===== src/rtl/tpsr_pkg.sv =====
`timescale 1ns / 1ps

package tpsr_pkg;

  localparam int PACKET_BYTES_DEF = 188;
  localparam int SECTION_TAIL     = 16;
  localparam int PTR_W            = 9;
  localparam int LAST_W           = 13;
  localparam int SECT_W           = 8;
  localparam int CFG_ADDR_W       = 3;

  localparam logic [7:0]  SYNC_BYTE          = 8'h47;
  localparam logic [31:0] CRC_POLY           = 32'h04c11db7;
  localparam logic [31:0] CRC_INIT           = 32'hffffffff;
  localparam logic [7:0]  NEW_SECTION_LENGTH = 8'(8 + 4 + 4 - 3);
  localparam logic [7:0]  FILL_BYTE          = 8'hff;
  localparam logic [7:0]  LEN_HI_KEEP        = 8'hf0;

  localparam int OFF_LEN_HI = 1;
  localparam int OFF_LEN_LO = 2;
  localparam int OFF_ENTRY  = 8;
  localparam int OFF_CRC    = 12;
  localparam int OFF_FILL   = 16;

  localparam logic [15:0] SERVICE_ID_RST  = 16'd1;
  localparam logic [7:0]  ERROR_LIMIT_RST = 8'd100;
  localparam logic [7:0]  ERROR_SAT       = 8'hff;

  localparam logic OP_LOAD  = 1'b0;
  localparam logic OP_DRAIN = 1'b1;

  localparam logic [1:0] ST_PASS      = 2'd0;
  localparam logic [1:0] ST_REWRITTEN = 2'd1;
  localparam logic [1:0] ST_BROKEN    = 2'd2;
  localparam logic [1:0] ST_NOT_FOUND = 2'd3;

  localparam logic REG_SERVICE_ID  = 1'b0;
  localparam logic REG_ERROR_LIMIT = 1'b1;

  typedef struct packed {
    logic       opcode;
    logic [7:0] in_byte;
  } item_t;

  typedef struct packed {
    logic [7:0] out_byte;
    logic       out_first;
    logic       out_last;
    logic [1:0] out_status;
    logic       out_stopped;
  } result_t;

  typedef struct packed {
    logic              is_pat;
    logic              broken;
    logic              found;
    logic [SECT_W-1:0] section_start;
    logic [31:0]       entry;
  } scan_t;

  function automatic logic [31:0] crc_byte(input logic [31:0] crc, input logic [7:0] b);
    logic [31:0] c;
    c = crc ^ {b, 24'h000000};
    for (int k = 0; k < 8; k++) begin
      c = c[31] ? ((c << 1) ^ CRC_POLY) : (c << 1);
    end
    return c;
  endfunction

endpackage


===== src/rtl/tpsr_ram.sv =====
`timescale 1ns / 1ps

module tpsr_ram #(
  parameter int WIDTH = 8,
  parameter int DEPTH = 188
) (
  input  logic                     clk,
  input  logic                     we,
  input  logic [$clog2(DEPTH)-1:0] waddr,
  input  logic [WIDTH-1:0]         wdata,
  input  logic                     re,
  input  logic [$clog2(DEPTH)-1:0] raddr,
  output logic [WIDTH-1:0]         rdata
);

  logic [WIDTH-1:0] mem [DEPTH];

  always_ff @(posedge clk) begin
    if (we) begin
      mem[waddr] <= wdata;
    end
    if (re) begin
      rdata <= mem[raddr];
    end
  end

endmodule


===== src/rtl/tpsr_pat_scan.sv =====
`timescale 1ns / 1ps

module tpsr_pat_scan #(
  parameter int PACKET_BYTES = tpsr_pkg::PACKET_BYTES_DEF
) (
  input  logic                            clk,
  input  logic                            rst,
  input  logic                            advance,
  input  logic [$clog2(PACKET_BYTES)-1:0] pos,
  input  logic [7:0]                      data,
  input  logic [15:0]                     service_id,
  output tpsr_pkg::scan_t                 scan
);

  import tpsr_pkg::*;

  localparam int POS_W = $clog2(PACKET_BYTES);
  localparam logic [PTR_W-1:0] S_LIMIT = PTR_W'(PACKET_BYTES - SECTION_TAIL);

  logic              sync_ok, sync_ok_next;
  logic              pid_zero, pid_zero_next;
  logic              hdr_bad, hdr_bad_next;
  logic              adapt, adapt_next;
  logic              pp_armed, pp_armed_next;
  logic [PTR_W-1:0]  pp, pp_next;
  logic              ptr_seen, ptr_seen_next;
  logic              s_ok, s_ok_next;
  logic [POS_W-1:0]  sect, sect_next;
  logic              tid_ok, tid_ok_next;
  logic [3:0]        len_hi, len_hi_next;
  logic              q_on, q_on_next;
  logic [PTR_W-1:0]  q, q_next;
  logic [LAST_W-1:0] last, last_next;
  logic [23:0]       hist, hist_next;
  logic              found, found_next;
  logic [31:0]       entry, entry_next;

  logic [PTR_W-1:0]  pos_x;
  logic [PTR_W-1:0]  sect_x;
  logic [PTR_W-1:0]  s_full;
  logic [31:0]       cand;
  logic              later;
  logic              ptr_hit;

  always_comb begin
    pos_x  = PTR_W'(pos);
    sect_x = PTR_W'(sect);
    s_full = pos_x + PTR_W'(data) + PTR_W'(1);
    cand   = {hist, data};
    later  = (pos != '0);
    ptr_hit = later && (((pos == POS_W'(4)) && !adapt) || (pp_armed && (pos_x == pp)));

    sync_ok_next  = sync_ok;
    pid_zero_next = pid_zero;
    hdr_bad_next  = hdr_bad;
    adapt_next    = adapt;
    pp_armed_next = pp_armed;
    pp_next       = pp;
    ptr_seen_next = ptr_seen;
    s_ok_next     = s_ok;
    sect_next     = sect;
    tid_ok_next   = tid_ok;
    len_hi_next   = len_hi;
    q_on_next     = q_on;
    q_next        = q;
    last_next     = last;
    hist_next     = {hist[15:0], data};
    found_next    = found;
    entry_next    = entry;

    case (pos)
      POS_W'(0): begin
        sync_ok_next  = (data == SYNC_BYTE);
        pid_zero_next = 1'b0;
        hdr_bad_next  = 1'b0;
        adapt_next    = 1'b0;
        pp_armed_next = 1'b0;
        ptr_seen_next = 1'b0;
        s_ok_next     = 1'b0;
        tid_ok_next   = 1'b0;
        q_on_next     = 1'b0;
        found_next    = 1'b0;
        entry_next    = '0;
      end
      POS_W'(1): begin
        hdr_bad_next  = data[7] || !data[6];
        pid_zero_next = (data[4:0] == 5'd0);
      end
      POS_W'(2): begin
        pid_zero_next = pid_zero && (data == 8'd0);
      end
      POS_W'(3): begin
        hdr_bad_next = hdr_bad || !data[4];
        adapt_next   = data[5];
      end
      POS_W'(4): begin
        if (adapt) begin
          pp_armed_next = 1'b1;
          pp_next       = PTR_W'(data) + PTR_W'(5);
        end
      end
      default: begin
      end
    endcase

    if (ptr_hit) begin
      ptr_seen_next = 1'b1;
      s_ok_next     = (s_full < S_LIMIT);
      sect_next     = s_full[POS_W-1:0];
    end

    if (later && s_ok && (pos_x == sect_x)) begin
      tid_ok_next = (data == 8'd0);
    end
    if (later && s_ok && (pos_x == sect_x + PTR_W'(1))) begin
      len_hi_next = data[3:0];
    end
    if (later && s_ok && (pos_x == sect_x + PTR_W'(2))) begin
      last_next = LAST_W'(sect) + LAST_W'({len_hi, data}) - LAST_W'(1);
      q_next    = sect_x + PTR_W'(OFF_ENTRY);
      q_on_next = 1'b1;
    end

    if (later && q_on && (pos_x == q + PTR_W'(3))) begin
      if (!found && (LAST_W'(q) < last) && (cand[31:16] == service_id)) begin
        found_next = 1'b1;
        entry_next = cand;
      end
      q_next = q + PTR_W'(4);
    end
  end

  always_comb begin
    scan.is_pat        = sync_ok_next && pid_zero_next;
    scan.broken        = hdr_bad_next || !ptr_seen_next || !s_ok_next || !tid_ok_next;
    scan.found         = found_next;
    scan.section_start = SECT_W'(sect_next);
    scan.entry         = entry_next;
  end

  always_ff @(posedge clk) begin
    if (rst) begin
      sync_ok  <= 1'b0;
      pid_zero <= 1'b0;
      hdr_bad  <= 1'b0;
      adapt    <= 1'b0;
      pp_armed <= 1'b0;
      ptr_seen <= 1'b0;
      s_ok     <= 1'b0;
      tid_ok   <= 1'b0;
      q_on     <= 1'b0;
      found    <= 1'b0;
    end else if (advance) begin
      sync_ok  <= sync_ok_next;
      pid_zero <= pid_zero_next;
      hdr_bad  <= hdr_bad_next;
      adapt    <= adapt_next;
      pp_armed <= pp_armed_next;
      ptr_seen <= ptr_seen_next;
      s_ok     <= s_ok_next;
      tid_ok   <= tid_ok_next;
      q_on     <= q_on_next;
      found    <= found_next;
    end
  end

  always_ff @(posedge clk) begin
    if (advance) begin
      pp     <= pp_next;
      sect   <= sect_next;
      len_hi <= len_hi_next;
      q      <= q_next;
      last   <= last_next;
      hist   <= hist_next;
      entry  <= entry_next;
    end
  end

endmodule


===== src/rtl/ts_pat_single_program_rewriter_unit.sv =====
`timescale 1ns / 1ps

// Channel   Signals                               Transfer when
// item      item_valid, item_stall, item          item_valid && !item_stall
// result    result_valid, result_stall, result    result_valid && !result_stall
// config    psel, penable, pwrite, paddr, pwdata  psel && penable && pwrite && pready
//
// One byte per clock unless a result stalls; store reads every item, writes load items.
// A byte is registered in the middle stage, then its result in the result register.
// Output runs one packet behind: the held packet goes out while the next one loads.
// Reset is synchronous; service_id returns to 1, error_limit to 100, store is undefined.
// A stalled result holds the result register; item_stall rises only when a byte
// waiting in the middle stage has nowhere to go.

module ts_pat_single_program_rewriter_unit #(
  parameter int PACKET_BYTES = tpsr_pkg::PACKET_BYTES_DEF
) (
  input  logic                            clk,
  input  logic                            rst,
  input  logic                            item_valid,
  output logic                            item_stall,
  input  tpsr_pkg::item_t                 item,
  output logic                            result_valid,
  input  logic                            result_stall,
  output tpsr_pkg::result_t               result,
  input  logic                            psel,
  input  logic                            penable,
  input  logic                            pwrite,
  input  logic [tpsr_pkg::CFG_ADDR_W-1:0] paddr,
  input  logic [31:0]                     pwdata,
  output logic [31:0]                     prdata,
  output logic                            pready
);

  import tpsr_pkg::*;

  localparam int POS_W = $clog2(PACKET_BYTES);
  localparam logic [POS_W-1:0] POS_LAST = POS_W'(PACKET_BYTES - 1);

  logic [15:0]      service_id;
  logic [7:0]       error_limit;
  logic             cfg_write;
  logic             reg_idx;

  logic             accept;
  logic             enter;
  logic [POS_W-1:0] pos, pos_next;
  logic             held, held_next;

  logic             s1_valid;
  logic             s1_op;
  logic [7:0]       s1_byte;
  logic [POS_W-1:0] s1_pos;
  logic             s1_emit;
  logic             s1_fire;
  logic             out_free;
  logic             emit_fire;
  logic             complete;

  logic [7:0]       ram_q;
  logic [7:0]       scan_byte;
  scan_t            scan;

  logic [1:0]        held_status;
  logic [SECT_W-1:0] held_start;
  logic [31:0]       held_entry;
  logic [31:0]       crc, crc_next;
  logic [7:0]        error_count, error_count_next;
  logic              stopped, stopped_next;
  logic              checked;
  logic [1:0]        chk_status;

  logic [POS_W-1:0] off;
  logic             rewrite;
  logic [7:0]       out_v;
  result_t          result_next;

  assign pready    = 1'b1;
  assign cfg_write = psel && penable && pwrite && pready;
  assign reg_idx   = paddr[CFG_ADDR_W-1];

  always_comb begin
    unique case (reg_idx)
      REG_SERVICE_ID:  prdata = {16'd0, service_id};
      REG_ERROR_LIMIT: prdata = {24'd0, error_limit};
      default:         prdata = '0;
    endcase
  end

  assign out_free   = !result_valid || !result_stall;
  assign s1_fire    = s1_valid && (!s1_emit || out_free);
  assign emit_fire  = s1_fire && s1_emit;
  assign item_stall = s1_valid && !s1_fire;
  assign accept     = item_valid && !item_stall;
  assign enter      = accept && !((item.opcode == OP_DRAIN) && !held);
  assign complete   = s1_fire && (s1_op == OP_LOAD) && (s1_pos == POS_LAST);

  always_comb begin
    pos_next  = pos;
    held_next = held;
    if (accept) begin
      if (item.opcode == OP_DRAIN) begin
        if (held) begin
          if (pos == POS_LAST) begin
            pos_next  = '0;
            held_next = 1'b0;
          end else begin
            pos_next = pos + POS_W'(1);
          end
        end
      end else begin
        if (pos == POS_LAST) begin
          pos_next  = '0;
          held_next = 1'b1;
        end else begin
          pos_next = pos + POS_W'(1);
        end
      end
    end
  end

  tpsr_ram #(
    .WIDTH (8),
    .DEPTH (PACKET_BYTES)
  ) u_store (
    .clk   (clk),
    .we    (accept && (item.opcode == OP_LOAD)),
    .waddr (pos),
    .wdata (item.in_byte),
    .re    (accept),
    .raddr (pos),
    .rdata (ram_q)
  );

  assign scan_byte = (s1_op == OP_DRAIN) ? ram_q : s1_byte;

  tpsr_pat_scan #(
    .PACKET_BYTES (PACKET_BYTES)
  ) u_scan (
    .clk        (clk),
    .rst        (rst),
    .advance    (s1_fire),
    .pos        (s1_pos),
    .data       (scan_byte),
    .service_id (service_id),
    .scan       (scan)
  );

  always_comb begin
    off      = s1_pos - POS_W'(held_start);
    rewrite  = (held_status == ST_REWRITTEN) && (s1_pos >= POS_W'(held_start));
    out_v    = ram_q;
    crc_next = crc;
    if (rewrite) begin
      if (off == POS_W'(OFF_LEN_HI)) begin
        out_v = ram_q & LEN_HI_KEEP;
      end else if (off == POS_W'(OFF_LEN_LO)) begin
        out_v = NEW_SECTION_LENGTH;
      end else if ((off >= POS_W'(OFF_ENTRY)) && (off < POS_W'(OFF_CRC))) begin
        case (off[1:0])
          2'd0:    out_v = held_entry[31:24];
          2'd1:    out_v = held_entry[23:16];
          2'd2:    out_v = held_entry[15:8];
          default: out_v = held_entry[7:0];
        endcase
      end else if ((off >= POS_W'(OFF_CRC)) && (off < POS_W'(OFF_FILL))) begin
        case (off[1:0])
          2'd0:    out_v = crc[31:24];
          2'd1:    out_v = crc[23:16];
          2'd2:    out_v = crc[15:8];
          default: out_v = crc[7:0];
        endcase
      end else if (off >= POS_W'(OFF_FILL)) begin
        out_v = FILL_BYTE;
      end
      if (off < POS_W'(OFF_CRC)) begin
        crc_next = crc_byte(crc, out_v);
      end
    end
    result_next.out_byte    = out_v;
    result_next.out_first   = (s1_pos == '0);
    result_next.out_last    = (s1_pos == POS_LAST);
    result_next.out_status  = held_status;
    result_next.out_stopped = stopped;
  end

  always_comb begin
    checked = !stopped && scan.is_pat;
    if (!checked) begin
      chk_status = ST_PASS;
    end else if (scan.broken) begin
      chk_status = ST_BROKEN;
    end else if (scan.found) begin
      chk_status = ST_REWRITTEN;
    end else begin
      chk_status = ST_NOT_FOUND;
    end
    error_count_next = error_count;
    if (checked && (chk_status != ST_REWRITTEN) && (error_count != ERROR_SAT)) begin
      error_count_next = error_count + 8'd1;
    end
    stopped_next = stopped || (checked && (error_count_next > error_limit));
  end

  always_ff @(posedge clk) begin
    if (rst) begin
      service_id  <= SERVICE_ID_RST;
      error_limit <= ERROR_LIMIT_RST;
    end else if (cfg_write) begin
      if (reg_idx == REG_SERVICE_ID) begin
        service_id <= pwdata[15:0];
      end else begin
        error_limit <= pwdata[7:0];
      end
    end
  end

  always_ff @(posedge clk) begin
    if (rst) begin
      pos      <= '0;
      held     <= 1'b0;
      s1_valid <= 1'b0;
    end else begin
      pos  <= pos_next;
      held <= held_next;
      if (!s1_valid || s1_fire) begin
        s1_valid <= enter;
      end
    end
  end

  always_ff @(posedge clk) begin
    if (enter) begin
      s1_op   <= item.opcode;
      s1_byte <= item.in_byte;
      s1_pos  <= pos;
      s1_emit <= held;
    end
  end

  always_ff @(posedge clk) begin
    if (rst) begin
      held_status <= ST_PASS;
      held_start  <= '0;
      held_entry  <= '0;
      crc         <= CRC_INIT;
      error_count <= '0;
      stopped     <= 1'b0;
    end else begin
      if (emit_fire) begin
        crc <= crc_next;
      end
      if (complete) begin
        held_status <= chk_status;
        held_start  <= (chk_status == ST_REWRITTEN) ? scan.section_start : '0;
        held_entry  <= (chk_status == ST_REWRITTEN) ? scan.entry : '0;
        crc         <= CRC_INIT;
        error_count <= error_count_next;
        stopped     <= stopped_next;
      end
    end
  end

  always_ff @(posedge clk) begin
    if (rst) begin
      result_valid <= 1'b0;
    end else if (out_free) begin
      result_valid <= emit_fire;
    end
  end

  always_ff @(posedge clk) begin
    if (emit_fire) begin
      result <= result_next;
    end
  end

endmodule


===== config.mk =====
export PLATFORM = sky130hd
export DESIGN_NAME = ts_pat_single_program_rewriter_unit
export DESIGN_NICKNAME = d
export VERILOG_FILES = /design/src/rtl/tpsr_pkg.sv /design/src/rtl/tpsr_ram.sv /design/src/rtl/tpsr_pat_scan.sv /design/src/rtl/ts_pat_single_program_rewriter_unit.sv
export SDC_FILE = /design/constraint.sdc
export NUM_CORES = 2
export LEC_CHECK = 0
export BUFFER_PORTS_ARGS = -buffer_cell sky130_fd_sc_hd__buf_2
export CORE_MARGIN = 3
export CORE_UTILIZATION = 55
export CTS_CLUSTER_SIZE = 25
export DETAILED_ROUTE_END_ITERATION = 8
export PLACE_DENSITY = 0.71
export SLEW_MARGIN = 20
export SYNTH_ARGS = -nofsm -noshare
export SYNTH_HDL_FRONTEND = slang
export SYNTH_SLANG_ARGS = --single-unit

===== constraint.sdc =====
create_clock -name clk -period 6.6 [get_ports clk]
set_clock_uncertainty 0.05 [all_clocks]
set_input_delay 0.99 -clock clk [delete_from_list [all_inputs] [get_ports clk]]
set_output_delay 0.99 -clock clk [all_outputs]
set_load 0.03 [all_outputs]

=== After elaboration in Yosys (flattened, before gate mapping) ===
Memory sizes are Yosys's and may differ from the RTL's. A register that Yosys moved wholly into a read port is not among the register bits.
Cells that the tools add are included.
Widths: inputs -> output; s select.

* RAM bits: 1504
* Input port bits: 51
* Register bits: 258
* Memories: 1

{| class="wikitable"
|+ Memories
! name !! words !! bits a word !! rd ports !! clocked after memory_dff !! wr ports !! line !! RTL
|-
| u_store.mem || 188 || 8 || 1 || 1 || 1 || tpsr_ram.sv:16 || <nowiki>logic [WIDTH-1:0] mem [DEPTH];</nowiki>
|}

* Reduce and logical (&&, ||, !) cells: 80
* Equal/unequal tests: 23
* Bitwise operators: 12
* Add/subtract/negate cells: 13
* $lt $le $gt $ge: 9
* Multiplexer cells: 57

{| class="wikitable"
|+ Operators by type and width
! kind !! number
|-
| $mux 27 || 8
|-
| $mux 32 || 4
|-
| $mux 8 || 14
|-
| $not 14->14 || 8
|-
| $pmux 32 s2 || 1
|-
| $pmux 8 s3 || 2
|-
| $eq 8x9->1 || 4
|-
| $xor 32x32->32 || 1
|-
| $logic_and 1x1->1 || 31
|-
| $eq 8x2->1 const B || 3
|-
| $mux 1 || 19
|-
| $mux 9 || 2
|-
| $reduce_and 2->1 || 9
|-
| $add 8x1->8 const B || 2
|-
| $eq 16x16->1 || 1
|-
| $eq 8x1->1 const B || 2
|-
| $eq 8x8->1 const B || 2
|-
| $ge 8x4->1 const B || 2
|-
| $logic_not 1->1 || 16
|-
| $logic_not 8->1 || 2
|-
| $add 8x12->13 || 1
|-
| $lt 9x13->1 || 1
|-
| $sub 13x1->13 const B || 1
|-
| $logic_or 1x1->1 || 10
|-
| 32 further kinds || 48
|}

=== Depth between registers and ports, before layout ===
* Depth after elaboration: 25
* Depth in mapped cells: 25
* Gate-level depth less buffers: 23

=== By module ===
Synthesis repeated with hierarchy kept, for this count alone.

* Cell total of the unflattened synthesis: 4226
* Area, all modules: 73386.6 um^2

{| class="wikitable"
|+ By module, submodules not included
! module !! cells an instance !! times used !! area an instance (um^2) !! seq. area each (um^2)
|-
| tpsr_ram || 2784 || 1 || 58825.2 || 45403.5
|-
| ts_pat_single_program_rewriter_unit || 773 || 1 || 7773.7 || 3293.2
|-
| tpsr_pat_scan || 669 || 1 || 6787.8 || 3173.0
|}

=== Worst setup path after synthesis ===
Ideal clock, no wire load.

* Kind: register -> register
* Start: reg s1_op
* End: reg stopped
* Arrival time: 4.680 ns
* Data required time: 6.422 ns
* Stages on the path, launching flop included: 26
* Path slack: 1.743 ns
* Setup time: 0.128 ns
* Clock period less this slack: 4.857 ns
* Path buffers: 3
* Cells stage by stage: edfxtp_1 -> buf_2 -> mux2i_1 -> inv_1 -> ha_1 -> nor2b_1 -> o21ai_0 -> a21boi_0 -> o21ai_0 -> nor3b_1 -> o32ai_1 -> a2111o_1 -> a221oi_2 -> buf_4 -> buf_2 -> nor2_1 -> xor2_1 -> ha_1 -> a21o_1 -> a21o_1 -> a21oi_1 -> o21ai_0 -> o211ai_1 -> nor2_1 -> nor2_1 -> nor2_1

* Word-level cells in the longest chain between the ends: 17
* Elaborated cells on any way between the ends: 36
* Classes of those cells: 2 x add/sub; 2 x order compare; 2 x eq/ne; 9 x mux; 1 x bitwise; 20 x reduce/logical

{| class="wikitable"
|+ Ends and longest elaborated chain
! what !! line !! RTL
|-
| from (decl) || ts_pat_single_program_rewriter_unit.sv:51 || <nowiki>logic s1_op;</nowiki>
|-
| from (signal assigned) || ts_pat_single_program_rewriter_unit.sv:234 || <nowiki>s1_op <= item.opcode;</nowiki>
|-
| $mux 8 (*) || ts_pat_single_program_rewriter_unit.sv:135 || <nowiki>assign scan_byte = (s1_op == OP_DRAIN) ? ram_q : s1_byte;</nowiki>
|-
| named net scan_byte[1] || ts_pat_single_program_rewriter_unit.sv:61 || <nowiki>logic [7:0] scan_byte;</nowiki>
|-
| $add 8x8->9 || tpsr_pat_scan.sv:48 || <nowiki>s_full = pos_x + PTR_W'(data) + PTR_W'(1);</nowiki>
|-
| $add 9x1->9 || tpsr_pat_scan.sv:48 ||
|-
| $lt 9x8->1 || tpsr_pat_scan.sv:108 || <nowiki>s_ok_next = (s_full < S_LIMIT);</nowiki>
|-
| $mux 1 || tpsr_pat_scan.sv:106 || <nowiki>if (ptr_hit) begin</nowiki>
|-
| $logic_not 1->1 || tpsr_pat_scan.sv:135 || <nowiki>scan.broken = hdr_bad_next || !ptr_seen_next || !s_ok_next || !tid_ok_next;</nowiki>
|-
| $logic_or 1x1->1 (2 in a row) || tpsr_pat_scan.sv:135 ||
|-
| $mux 2 || ts_pat_single_program_rewriter_unit.sv:191 || <nowiki>end else if (scan.broken) begin</nowiki>
|-
| $mux 2 || ts_pat_single_program_rewriter_unit.sv:189 || <nowiki>if (!checked) begin</nowiki>
|-
| $ne 2x1->1 || ts_pat_single_program_rewriter_unit.sv:199 || <nowiki>if (checked && (chk_status != ST_REWRITTEN) && (error_count != ERROR_SAT)) begin</nowiki>
|-
| $logic_and 1x1->1 (*) (2 in a row) || ts_pat_single_program_rewriter_unit.sv:199 ||
|-
| $mux 8 (*) || ts_pat_single_program_rewriter_unit.sv:199 ||
|-
| named net error_count_next[4] || ts_pat_single_program_rewriter_unit.sv:68 || <nowiki>logic [7:0] error_count, error_count_next;</nowiki>
|-
| $gt 8x8->1 (*) || ts_pat_single_program_rewriter_unit.sv:202 || <nowiki>stopped_next = stopped || (checked && (error_count_next > error_limit));</nowiki>
|-
| $logic_and 1x1->1 (*) || ts_pat_single_program_rewriter_unit.sv:202 ||
|-
| $logic_or 1x1->1 (*) || ts_pat_single_program_rewriter_unit.sv:202 ||
|-
| to (signal assigned) || ts_pat_single_program_rewriter_unit.sv:259 || <nowiki>stopped <= stopped_next;</nowiki>
|-
| to (decl) || ts_pat_single_program_rewriter_unit.sv:69 || <nowiki>logic stopped, stopped_next;</nowiki>
|}

The timed path passes the listed nets; every way through them passes the cells marked *.
A chain may end at the register's enable or synchronous reset.

=== Worst setup path in the final report ===
Ends and elaborated chain as after synthesis.

==> results.json <==
{
  "status": "finished, final reports clean",
  "synth_area_leaders": "edfxtp_1, mux4_2, dfxtp_1, nor2_1, xnor2_1",
  "cts_resized": 0,
  "cp.arrival_ns": 6.02,
  "root_buffer": "clkbuf_16",
  "cts_tree": "done",
  "htree_levels": 4,
  "cts_sinks": 1770,
  "core.rowCount": 132,
  "cp-end-kind": "flip-flop",
  "drt_iter0_drc": 4263,
  "hold_buffers": 0,
  "crit_type": "reg2reg",
  "antenna_found_initial": 3,
  "yosys_register_bits": 1770,
  "cp_cell_sequence": "buf_4 -> mux2i_1 -> inv_1 -> ha_1 -> nor2b_1 -> o21ai_0 -> a21boi_0 -> o21ai_0 -> a21boi_0 -> o32ai_1 -> a2111o_1 -> a221oi_2 -> nor2b_1 -> mux2_2 -> ha_1 -> nor2b_1 -> o21ai_0 -> nand2b_1 -> a21oi_1 -> o21ai_0 -> o211ai_1 -> nor2_1 -> nor2_1 -> nor2_1",
  "p_total_mw": 23.2,
  "setup_tns_ns": 0,
  "cts_max_path_buffers": 3,
  "cellPowerDensity_mw_per_mm2": 288,
  "synth_top_area_frac": 0.679,
  "max_freq_mhz": 185,
  "grt_start_max_net_pins": 173,
  "cts_buffers": 174,
  "hold_violations": 0,
  "grt_overflow_total": 0,
  "port_buffers": 63,
  "first_pass_iters": 7,
  "ant_nets": 0,
  "use_met2": 0.387,
  "crit_fanout": 13,
  "nNetsFinal": 4092,
  "cpPeakStageDelay_ns": 0.47,
  "use_met1": 0.352,
  "core_area_sq_mm": 0.130,
  "synth_top_cell_by_area": "edfxtp_1",
  "crit_path_start_kind": "flip-flop",
  "drv_cap": 0,
  "pin_count": 99,
  "syn_to_final_growth_pct": 10.8,
  "drc": 0,
  "final_common_cell": "edfxtp_1",
  "setup_viol": 0,
  "dieArea_sq_mm": 0.136,
  "grtUsageMet3": 0.0537,
  "viasPerCell": 6.29,
  "drive_above_1_share": 0.223,
  "cts_setup_buffers": 0,
  "min_period_over_period": 0.818,
  "drv_slew": 0,
  "cp.required_ns": 7.22,
  "initial_core_util": 0.557,
  "rsz0062_at_grt": "false",
  "grt_pass1_wl_um": 247000,
  "num_vias": 36900,
  "die_y_um": 369,
  "path_clk_slew_ns": 0.06,
  "die_x_um": 369,
  "wire_per_inst_um": 28.4,
  "synthCells": 3893,
  "busiest_layer": "met2",
  "ir_worst_vdd_mv": 0.251,
  "clock_latency_ns": 0.80,
  "holdWs_ns": 0.380,
  "hp-class": "in2reg",
  "ys.warnings.count": 0,
  "synth_edf_count": 1642,
  "async_flop_share": 0,
  "dp_hpwl_um": 100000,
  "max_slew_margin": 0.249,
  "slowest_stage": "a221oi_2",
  "static-leakage-power_nw": 25.1,
  "ys_seq_area_frac": 0.715,
  "fin_crit_ns": 5.40,
  "critPathTopFamily": "compound AO/OA/AOI/OAI gates",
  "critical_path_buf_inv_count": 2,
  "grt_usage": 0.248,
  "place_congestion": 0.873,
  "crit_top_cell": "o21ai_0",
  "grt_pass1_vias": 36500,
  "yosysUniqueCellTypes": 78,
  "tightest_slew_ns": 1.12,
  "layout_common_cells": "edfxtp_1, mux4_2, nor2_1, clkbuf_16, nand2_1",
  "syn_area_sq_mm": 0.0726,
  "wirelength_um": 166000,
  "ys.flop_type": "edfxtp_1",
  "avgSynthCellArea_sq_um": 18.6
}
==> Yosys cell counts (8+ instances only) <==
master and n:
o22ai_1 8, mux2_2 9, ha_1 64, mux2i_1 23, nand4_1 21, or3_1 9
xnor2_1 101, buf_4 20, inv_1 123, xor2_1 47, a32oi_1 8, nor3_1 19
a21oi_1 92, nand2b_1 10, nand3_1 75, clkbuf_1 135, buf_1 40, a21o_1 10
a22o_1 41, nor2b_1 29, nor2_1 283, buf_2 36, o21ai_0 89, o211ai_1 22
mux4_2 491, nor3b_1 10, nand2_1 161, xnor2_2 11, nor4_1 9, dfxtp_1 128
edfxtp_1 1642, a22oi_1 8
==> state kept, by name (all words and copies together) (netlist names), 4 cells and up <==
name	flops
u_scan.last	13
s1_pos	8
u_scan.hist	24
crc	32
u_scan.pp	9
s1_byte	8
error_limit	8
service_id	16
u_store.rdata	8
u_scan.len_hi	4
held_start	8
u_scan.sect	8
pos	8
u_scan.entry	32
u_store.mem	1504
error_count	8
held_entry	32
result	13
u_scan.q	9
==> power breakdown <==
group | internal (mW) | switching (mW) | total, mW
clock network | 5.54 | 4.15 | 9.69
logic | 0.467 | 0.684 | 1.15
registers | 12.3 | 0.0472 | 12.3
total | 18.3 | 4.88 | 23.2
==> cells by family after synthesis <==
group	after synthesis	share of synthesized area
DFF	1770	0.715
and+or+nand+nor	658	0.0406
muxes	523	0.157
buffers and inverters	358	0.0205
AOI/OAI and AO/OA	348	0.0322
xor gates and xnor gates	167	0.0231
adders and majority gates	67	0.0119
other	2	0.000103
==> area by class of cell <==
type | instances | area [sq um]
clock inverter | 94 | 861
antenna | 1 | 2.50
tap | 1742 | 2180
fill | 9025 | 49900
sequential | 1770 | 51900
timing repair buffer | 125 | 972
inverter | 123 | 462
multi-input combinational | 1780 | 19300
clock buffer | 224 | 4700
==> metrics by stage <==
stage	worst slack (ns)	util	area (sq um)	std cells
5_1_grt	0.569	0.617	80400	5858
4_1_cts	1.18	0.617	80400	5858
3_3_place_gp	1.19	0.574	74800	5540
3_5_place_dp	1.20	0.574	74800	5540
6_report	1.20	0.617	80400	5859
2_1_floorplan	1.74	-	72600	3908
==> final timing paths <==
path	startpoint	to	slack [ns]	depth (start not counted)
setup reg to reg	s1_op	stopped	1.20	24
hold / removal	pwdata[2]	error_limit[2]	0.38	2
hold reg to reg	u_scan.hist[3]	u_scan.hist[11]	0.40	0
setup / recovery	s1_op	stopped	1.20	24
==> layer usage <==
layer / vias up / share of wire / wire, um
li1: 15700 / - / -
met2: 1643 / 0.48 / 80500
met5: - / 0.000078 / 13
met3: 261 / 0.084 / 13900
met1: 19300 / 0.40 / 66700
met4: 2 / 0.031 / 5220
Note: power is estimated with default switching activity, not from simulation.
